File: config.mk
export PLATFORM = sky130hd
export DESIGN_NAME = canonical_huffman_bit_decoder
export DESIGN_NICKNAME = d
export VERILOG_FILES = /design/src/rtl/chd_pkg.sv /design/src/rtl/chd_len_table.sv /design/src/rtl/chd_decode.sv /design/src/rtl/canonical_huffman_bit_decoder.sv
export SDC_FILE = /design/constraint.sdc
export NUM_CORES = 1
export LEC_CHECK = 0
export BUFFER_PORTS_ARGS = -buffer_cell sky130_fd_sc_hd__buf_2
export CORE_MARGIN = 2
export CORE_UTILIZATION = 60
export CTS_CLUSTER_SIZE = 16
export DETAILED_ROUTE_END_ITERATION = 10
export MAX_ROUTING_LAYER = met4
export PLACE_DENSITY_LB_ADDON = 0.05
export SYNTH_ARGS = -nofsm -noshare
export SYNTH_HDL_FRONTEND = slang
export SYNTH_SLANG_ARGS = --single-unit
File: constraint.sdc
create_clock -name clk -period 13.2 [get_ports clk]
set_clock_uncertainty 0.05 [all_clocks]
set_input_delay 0 -clock clk [delete_from_list [all_inputs] [get_ports clk]]
set_output_delay 0 -clock clk [all_outputs]
set_load 0.01 [all_outputs]
File: src/rtl/chd_pkg.sv
// Shared types and constants for the canonical Huffman bit decoder.
// No dependencies; imported by every module of the block.
package chd_pkg;

    localparam int MAX_CODE_BITS_DEF = 15;
    localparam int MAX_SYMBOLS_DEF   = 1024;

    // Field widths fixed by the stream format
    localparam int OP_W        = 2;
    localparam int LEN_FIELD_W = 4;
    localparam int COUNT_W     = 11;
    localparam int SYM_W       = 10;
    localparam int STATUS_W    = 2;

    localparam int S_TDATA_W = 16;
    localparam int S_TUSER_W = 2;
    localparam int M_TDATA_W = 16;
    localparam int M_TUSER_W = 2;

    typedef enum logic [OP_W-1:0] {
        OP_LOAD   = 2'd0,
        OP_DECODE = 2'd1,
        OP_END    = 2'd2
    } op_t;

    typedef enum logic [STATUS_W-1:0] {
        ST_SYMBOL       = 2'd0,
        ST_OUT_OF_CODES = 2'd1,
        ST_INCOMPLETE   = 2'd2,
        ST_CLEAN_END    = 2'd3
    } status_t;

    typedef struct packed {
        op_t                    op;
        logic [LEN_FIELD_W-1:0] code_length;
        logic [COUNT_W-1:0]     count_value;
        logic                   in_bit;
    } item_t;

    typedef struct packed {
        logic             valid;
        logic [SYM_W-1:0] symbol_index;
        status_t          status;
    } result_t;

    typedef struct packed {
        logic                   en;
        logic [LEN_FIELD_W-1:0] len;
        logic [COUNT_W-1:0]     count;
    } tbl_wr_t;

endpackage

File: src/rtl/chd_len_table.sv
// Table of code counts per code length, with saturation on write.
// Depends on chd_pkg.
module chd_len_table #(
    parameter int MAX_CODE_BITS = chd_pkg::MAX_CODE_BITS_DEF,
    parameter int MAX_SYMBOLS   = chd_pkg::MAX_SYMBOLS_DEF,
    parameter int LEN_W         = $clog2(MAX_CODE_BITS + 1)
) (
    input  logic                        clk,
    input  logic                        rst_n,
    input  chd_pkg::tbl_wr_t            wr,
    input  logic [LEN_W-1:0]            rd_len,
    output logic [chd_pkg::COUNT_W-1:0] rd_count
);
    import chd_pkg::*;

    localparam int IDX_W = (MAX_CODE_BITS > 1) ? $clog2(MAX_CODE_BITS) : 1;
    localparam logic [16:0] SAT = 17'(MAX_SYMBOLS);

    logic [COUNT_W-1:0] counts_reg [MAX_CODE_BITS];
    logic [5:0]         wr_len_ext;
    logic               wr_ok;
    logic [IDX_W-1:0]   wr_idx;
    logic [IDX_W-1:0]   rd_idx;
    logic [COUNT_W-1:0] wr_sat;

    assign wr_len_ext = {2'b00, wr.len};
    assign wr_ok      = (wr_len_ext != 6'd0) && (wr_len_ext <= 6'(MAX_CODE_BITS));
    assign wr_idx     = IDX_W'(wr_len_ext - 6'd1);
    assign rd_idx     = IDX_W'(rd_len - LEN_W'(1));
    assign wr_sat     = ({6'b0, wr.count} > SAT) ? COUNT_W'(SAT) : wr.count;
    assign rd_count   = counts_reg[rd_idx];

    always_ff @(posedge clk or negedge rst_n)
    begin
        if (!rst_n)
        begin
            for (int i = 0; i < MAX_CODE_BITS; i++)
            begin
                counts_reg[i] <= '0;
            end
        end
        else if (wr.en && wr_ok)
        begin
            counts_reg[wr_idx] <= wr_sat;
        end
    end

endmodule

File: src/rtl/chd_decode.sv
// Decoder state (length, partial code, first code, base index) and the
// per-item update. Depends on chd_pkg; reads counts from chd_len_table.
module chd_decode #(
    parameter int MAX_CODE_BITS = chd_pkg::MAX_CODE_BITS_DEF,
    parameter int LEN_W         = $clog2(MAX_CODE_BITS + 1)
) (
    input  logic                        clk,
    input  logic                        rst_n,
    input  logic                        go,
    input  chd_pkg::item_t              item,
    input  logic [chd_pkg::COUNT_W-1:0] rd_count,
    output logic [LEN_W-1:0]            rd_len,
    output chd_pkg::tbl_wr_t            tbl_wr,
    output chd_pkg::result_t            result
);
    import chd_pkg::*;

    // A code of length L is below 2**L, so MAX_CODE_BITS bits hold it.
    localparam int CODE_W = MAX_CODE_BITS;
    localparam int SUM_W  = ((CODE_W > COUNT_W) ? CODE_W : COUNT_W) + 1;

    logic [LEN_W-1:0]  len_reg, len_next;
    logic [CODE_W-1:0] partial_reg, partial_next;
    logic [CODE_W-1:0] first_reg, first_next;
    logic [SYM_W-1:0]  base_reg, base_next;

    logic [CODE_W-1:0] code;
    logic [SUM_W-1:0]  range_end;
    logic              hit;
    logic              last_len;
    logic [SYM_W-1:0]  sym;

    assign rd_len    = len_reg;
    assign code      = partial_reg | CODE_W'(item.in_bit);
    assign range_end = SUM_W'(first_reg) + SUM_W'(rd_count);
    assign hit       = SUM_W'(code) < range_end;
    assign last_len  = (len_reg == LEN_W'(MAX_CODE_BITS));
    assign sym       = base_reg + SYM_W'(code - first_reg);

    always_comb
    begin
        len_next       = len_reg;
        partial_next   = partial_reg;
        first_next     = first_reg;
        base_next      = base_reg;
        result         = '0;
        tbl_wr.en      = 1'b0;
        tbl_wr.len     = item.code_length;
        tbl_wr.count   = item.count_value;
        if (go)
        begin
            unique case (item.op)
                OP_LOAD:
                begin
                    tbl_wr.en    = 1'b1;
                    len_next     = LEN_W'(1);
                    partial_next = '0;
                    first_next   = '0;
                    base_next    = '0;
                end
                OP_DECODE:
                begin
                    if (hit || last_len)
                    begin
                        result.valid        = 1'b1;
                        result.symbol_index = hit ? sym : '0;
                        result.status       = hit ? ST_SYMBOL : ST_OUT_OF_CODES;
                        len_next            = LEN_W'(1);
                        partial_next        = '0;
                        first_next          = '0;
                        base_next           = '0;
                    end
                    else
                    begin
                        // no fit at this length: move range to next length
                        len_next     = len_reg + LEN_W'(1);
                        partial_next = CODE_W'({code, 1'b0});
                        first_next   = CODE_W'({range_end, 1'b0});
                        base_next    = base_reg + SYM_W'(rd_count);
                    end
                end
                OP_END:
                begin
                    result.valid = 1'b1;
                    if (len_reg == LEN_W'(1))
                    begin
                        result.status = ST_CLEAN_END;
                    end
                    else
                    begin
                        result.status = ST_INCOMPLETE;
                        len_next      = LEN_W'(1);
                        partial_next  = '0;
                        first_next    = '0;
                        base_next     = '0;
                    end
                end
                default:
                begin
                end
            endcase
        end
    end

    always_ff @(posedge clk or negedge rst_n)
    begin
        if (!rst_n)
        begin
            len_reg     <= LEN_W'(1);
            partial_reg <= '0;
            first_reg   <= '0;
            base_reg    <= '0;
        end
        else
        begin
            len_reg     <= len_next;
            partial_reg <= partial_next;
            first_reg   <= first_next;
            base_reg    <= base_next;
        end
    end

endmodule

File: src/rtl/canonical_huffman_bit_decoder.sv
// Canonical Huffman bit decoder: one coded bit per input transfer. Load
// transfers (tuser = 0) write the number of codes of one length and restart
// the decoder; decode transfers (tuser = 1) shift in one bit; end transfers
// (tuser = 2) report a clean end (status 3) or an incomplete code (status 2).
// A decode transfer gives an output only on a decoded symbol (status 0) or when
// no code matches by length MAX_CODE_BITS (status 1). The block sustains one
// transfer per cycle while the output is not stalled: the decoder state loop
// (count table read, add, compare, state update) is combinational between the
// input register and the output register, which hold each transfer and its result.
// Depends on chd_pkg, chd_len_table and chd_decode.
module canonical_huffman_bit_decoder #(
    parameter int MAX_CODE_BITS = chd_pkg::MAX_CODE_BITS_DEF,
    parameter int MAX_SYMBOLS   = chd_pkg::MAX_SYMBOLS_DEF
) (
    input  logic                          clk,
    input  logic                          rst_n,
    input  logic                          s_tvalid,
    output logic                          s_tready,
    // [3:0] code_length, [14:4] count_value, [15] in_bit
    input  logic [chd_pkg::S_TDATA_W-1:0] s_tdata,
    // [1:0] operation
    input  logic [chd_pkg::S_TUSER_W-1:0] s_tuser,
    output logic                          m_tvalid,
    input  logic                          m_tready,
    // [9:0] symbol_index, [15:10] zero
    output logic [chd_pkg::M_TDATA_W-1:0] m_tdata,
    // [1:0] status
    output logic [chd_pkg::M_TUSER_W-1:0] m_tuser
);
    import chd_pkg::*;

    localparam int LEN_W = $clog2(MAX_CODE_BITS + 1);

    item_t            item_reg;
    item_t            item_in;
    logic             item_valid_reg, item_valid_next;
    logic             s_xfer;
    logic             advance;

    logic             out_valid_reg, out_valid_next;
    logic [SYM_W-1:0] out_sym_reg;
    status_t          out_status_reg;

    logic [LEN_W-1:0]   rd_len;
    logic [COUNT_W-1:0] rd_count;
    tbl_wr_t            tbl_wr;
    result_t            result;

    assign item_in.op          = op_t'(s_tuser[OP_W-1:0]);
    assign item_in.code_length = s_tdata[3:0];
    assign item_in.count_value = s_tdata[14:4];
    assign item_in.in_bit      = s_tdata[15];

    // The staged item is processed once the output register is free or
    // being drained this cycle.
    assign advance  = item_valid_reg && (!out_valid_reg || m_tready);
    assign s_tready = !item_valid_reg || advance;
    assign s_xfer   = s_tvalid && s_tready;

    assign item_valid_next = s_xfer ? 1'b1 : (advance ? 1'b0 : item_valid_reg);

    always_comb
    begin
        out_valid_next = out_valid_reg;
        if (advance && result.valid)
        begin
            out_valid_next = 1'b1;
        end
        else if (m_tready)
        begin
            out_valid_next = 1'b0;
        end
    end

    always_ff @(posedge clk or negedge rst_n)
    begin
        if (!rst_n)
        begin
            item_valid_reg <= 1'b0;
            out_valid_reg  <= 1'b0;
        end
        else
        begin
            item_valid_reg <= item_valid_next;
            out_valid_reg  <= out_valid_next;
        end
    end

    always_ff @(posedge clk)
    begin
        if (s_xfer)
        begin
            item_reg <= item_in;
        end
        if (advance && result.valid)
        begin
            out_sym_reg    <= result.symbol_index;
            out_status_reg <= result.status;
        end
    end

    chd_len_table #(
        .MAX_CODE_BITS (MAX_CODE_BITS),
        .MAX_SYMBOLS   (MAX_SYMBOLS),
        .LEN_W         (LEN_W)
    ) u_len_table (
        .clk      (clk),
        .rst_n    (rst_n),
        .wr       (tbl_wr),
        .rd_len   (rd_len),
        .rd_count (rd_count)
    );

    chd_decode #(
        .MAX_CODE_BITS (MAX_CODE_BITS),
        .LEN_W         (LEN_W)
    ) u_decode (
        .clk      (clk),
        .rst_n    (rst_n),
        .go       (advance),
        .item     (item_reg),
        .rd_count (rd_count),
        .rd_len   (rd_len),
        .tbl_wr   (tbl_wr),
        .result   (result)
    );

    assign m_tvalid = out_valid_reg;
    assign m_tdata  = {{(M_TDATA_W - SYM_W){1'b0}}, out_sym_reg};
    assign m_tuser  = M_TUSER_W'(out_status_reg);

endmodule

==> flow_metrics.tcl <==
set metrics [dict create \
    status "complete, no violations" \
    reg2reg_to "out_sym_reg[6]$_SDFFCE_PN0P_" \
    drc_errors 0 \
    yosysSeqAreaShare 0.501 \
    fin_crit_sh 0.559 \
    grt_start_max_net_pins 85 \
    core_um2 20100 \
    cts_setup_buffers 0 \
    insertion_delay_ns 0.55 \
    cts-root-buf "clkbuf_16" \
    powerDensity_nw_per_um2 184 \
    die_w_um 147 \
    crit_arrival_ns 7.49 \
    grt_pass1_wl_um 44800 \
    ctsHtreeMaxLevel 1 \
    dr.pass1.iters 5 \
    cp-start-kind "flop" \
    drive_above_1_share 0.187 \
    rr_startpoint "u_decode.rd_len[0]$_DFFE_PN1P_" \
    ant_nets 0 \
    r2r_slack_ns 5.82 \
    fin_tns_setup_ns 0 \
    relSlewSlack 0.158 \
    largest_register_ffs 165 \
    wl_per_cell_um 18.6 \
    rsz0062_at_grt "no" \
    maxCapViolCount 0 \
    nets 1242 \
    ys_ff_latch 239 \
    min_path_type "primary input to asynchronous set/reset pin" \
    initial_core_util 0.609 \
    leakage_uw 0.00617 \
    cts_tree "done" \
    cts_buffer_depth 3 \
    layoutNonFillerInstCount 1448 \
    antenna_found_initial 0 \
    pin_count 42 \
    critPathMaxFanout 43 \
    finalWirelength_um 26900 \
    placedCellCount 1378 \
    maxSlewViolCount 0 \
    post-route-min-period_ns 7.38 \
    n_antenna_cell 0 \
    die_y_um 147 \
    peakVddDrop_mv 0.131 \
    dieArea_um2 21600 \
    synth_area_per_cell_um2 10.9 \
    cts-buffers-inserted 26 \
    grt_remaining_overflow 0 \
    grtUsageTotal 0.269 \
    io_buffers 35 \
    cp-end-kind "flop" \
    path_clk_slew_ns 0.06 \
    syn2layout_area_growth_pct 11.8 \
    drt-vias-per-instance 5.76 \
    drt-initial-drc-count 452 \
    grt_pass1_vias 8591 \
    yosys_warnings 0 \
    synthFlopType "dfrtp_1" \
    worstMarginPinSlew_ns 1.26 \
    worstSetupPathType "flop to flop" \
    cp_data_required_time_ns 13.30 \
    finalHoldViolCount 0 \
    r2r_cells 23 \
    ys_types 57 \
    netlist_instances 1119 \
    synth_edf_count 30 \
    std_cell_rows 52 \
    filler_cell_count 1554 \
    hpwlAfterDp_um 17900 \
    fmax_mhz 135 \
    async_flop_share 0.874 \
    cts_sinks 239 \
    netlist_area_um2 12200 \
    vias 8335 \
    setup_viol 0 \
    gp_congestion 0.832 \
]
==> worst max path at each step <==
| stage | startpoint | to | slack [ns] |
|---|---|---|---|
| global placement | u_decode.rd_len[0]$_DFFE_PN1P_ | out_sym_reg[1]$_SDFFCE_PN0P_ | 5.83 |
| CTS | u_decode.rd_len[0]$_DFFE_PN1P_ | out_sym_reg[6]$_SDFFCE_PN0P_ | 5.77 |
| global route | u_decode.rd_len[0]$_DFFE_PN1P_ | out_sym_reg[6]$_SDFFCE_PN0P_ | 5.13 |
| finish | u_decode.rd_len[0]$_DFFE_PN1P_ | out_sym_reg[6]$_SDFFCE_PN0P_ | 5.82 |
| floorplan | u_decode.rd_len[0]$_DFFE_PN1P_ | m_tuser[0]$_SDFFCE_PN0P_ | 6.90 |
| detailed placement | u_decode.rd_len[0]$_DFFE_PN1P_ | out_sym_reg[2]$_SDFFCE_PN0P_ | 5.71 |
==> per-layer routing <==
| layer | global-route usage | wire length (um) | share of wire | up-vias |
|---|---|---|---|---|
| met5 | - | 0 | 0 | - |
| met3 | 0.0280 | 852 | 0.032 | 45 |
| li1 | - | - | - | 3978 |
| met4 | 0.0820 | 821 | 0.031 | 0 |
| met2 | 0.442 | 13000 | 0.48 | 150 |
| met1 | 0.360 | 12200 | 0.45 | 4162 |
==> per-stage QoR <==
| step | hold WS [ns] | worst slack [ns] | power (uW) | instance area, um^2 | utilization |
|---|---|---|---|---|---|
| 2_1_floorplan | -0.346 | 6.90 | 1580 | 12300 | - |
| 3_3_place_gp | 0.0507 | 5.83 | 1790 | 12600 | 0.626 |
| 4_1_cts | 0.0393 | 5.77 | 2540 | 13700 | 0.681 |
| 5_1_grt | 0.0844 | 5.13 | 2680 | 13700 | 0.681 |
| 3_5_place_dp | 0.0431 | 5.71 | 1810 | 12600 | 0.626 |
| 6_report | 0.0331 | 5.82 | 2520 | 13700 | 0.681 |
==> Yosys cell counts (2+ instances only) <==
library cell,number,area share
nor2b_1,16,0.0082
nand4_1,4,0.0020
o31ai_1,20,0.012
and3_1,2,0.0010
nand3b_1,4,0.0025
xor2_1,13,0.0093
edfxtp_1,30,0.074
mux2_2,86,0.079
buf_6,3,0.0028
mux2i_1,3,0.0025
nand2b_1,19,0.0097
buf_4,10,0.0061
o22ai_1,16,0.0082
buf_2,5,0.0020
ha_1,52,0.053
mux4_2,32,0.059
fa_1,10,0.016
o2111ai_1,2,0.0014
and2_1,3,0.0015
nand3_1,13,0.0053
a22o_1,2,0.0014
nor3b_1,3,0.0018
nor2_1,39,0.012
or3_1,3,0.0015
a21oi_1,33,0.013
a31oi_1,12,0.0061
inv_1,52,0.016
xnor2_1,18,0.013
a311oi_1,2,0.0014
buf_1,6,0.0018
o21ai_0,113,0.046
nor3_1,9,0.0037
clkbuf_1,42,0.013
a21o_1,8,0.0049
o21bai_1,4,0.0025
a211oi_1,3,0.0018
o21a_1,2,0.0012
dfrtp_1,208,0.43
nand2_1,199,0.061
==> worst max-delay path: stages, from the launching register on <==
cell and delay, ns:
dfstp_2 0.51, buf_4 0.62, inv_1 0.14, ha_1 0.80
buf_4 0.46, mux4_2 0.37, nand2_1 0.08, nand2_1 0.07
nand2_1 0.07, o21ai_0 0.23, ha_1 0.39, a21oi_1 0.23
nand2_1 0.13, a31oi_1 0.27, o21ai_0 0.14, xnor2_1 0.22
ha_1 0.28, a21o_1 0.17, a211oi_1 0.24, o21ai_0 0.11
and3_1 0.26, o21ai_0 0.18, a21oi_1 0.10, nor2_1 0.81
==> logic make-up (layout without fill, tap and decap cells) <==
family	Yosys count	after routing	share of synthesized area
flops	239	239	0.501
simple gates	319	319	0.114
fa+ha+maj	62	62	0.0695
xor+xnor	32	32	0.0235
compound gates	227	227	0.109
other cells	1	6	0.000306
mux	121	121	0.140
buf+inv	118	172	0.0416
==> layout by cell type (no fill, tap or decap), types with 6 or more instances in the layout <==
cell and n:
clkbuf_8 9, dlygate4sd3_1 22, a31oi_1 12, ha_1 52, nor2b_1 16, inv_1 52, nand2_1 199, nor3_1 9
edfxtp_1 30, clkbuf_16 26, buf_4 15, mux2_2 86, xor2_1 13, dfrtp_1 208, buf_2 34, o31ai_1 20
nand2b_1 19, fa_1 10, a21oi_1 33, conb_1 6, xnor2_1 16, o22ai_1 16, nor2_1 39, o21ai_0 113
mux4_2 32, nand3_1 13, a21o_1 8, clkbuf_1 8
==> repair_timing <==
item / CTS / global route
endpoints found under the hold margin: 103 / 0
resized for setup: 0 / 0
hold buffers: 22 / 0
==> report_power, final <==
group | total [uW] | internal, uW | switching (uW)
Combinational | 906 | 361 | 545
Sequential | 890 | 838 | 51.7
Clock | 727 | 431 | 296
Total | 2520 | 1630 | 893
==> area by class of cell <==
| type | instances | area [um^2] | area share |
|---|---|---|---|
| inverter | 52 | 195 | 0.0143 |
| clock buffer | 42 | 791 | 0.0578 |
| sequential | 239 | 6130 | 0.448 |
| multi-input combinational | 767 | 5630 | 0.411 |
| clock inverter | 6 | 83.8 | 0.00612 |
| timing repair buffer | 72 | 517 | 0.0378 |
| tap | 270 | 338 | 0.0247 |
Power figures use the tool's default switching activity.
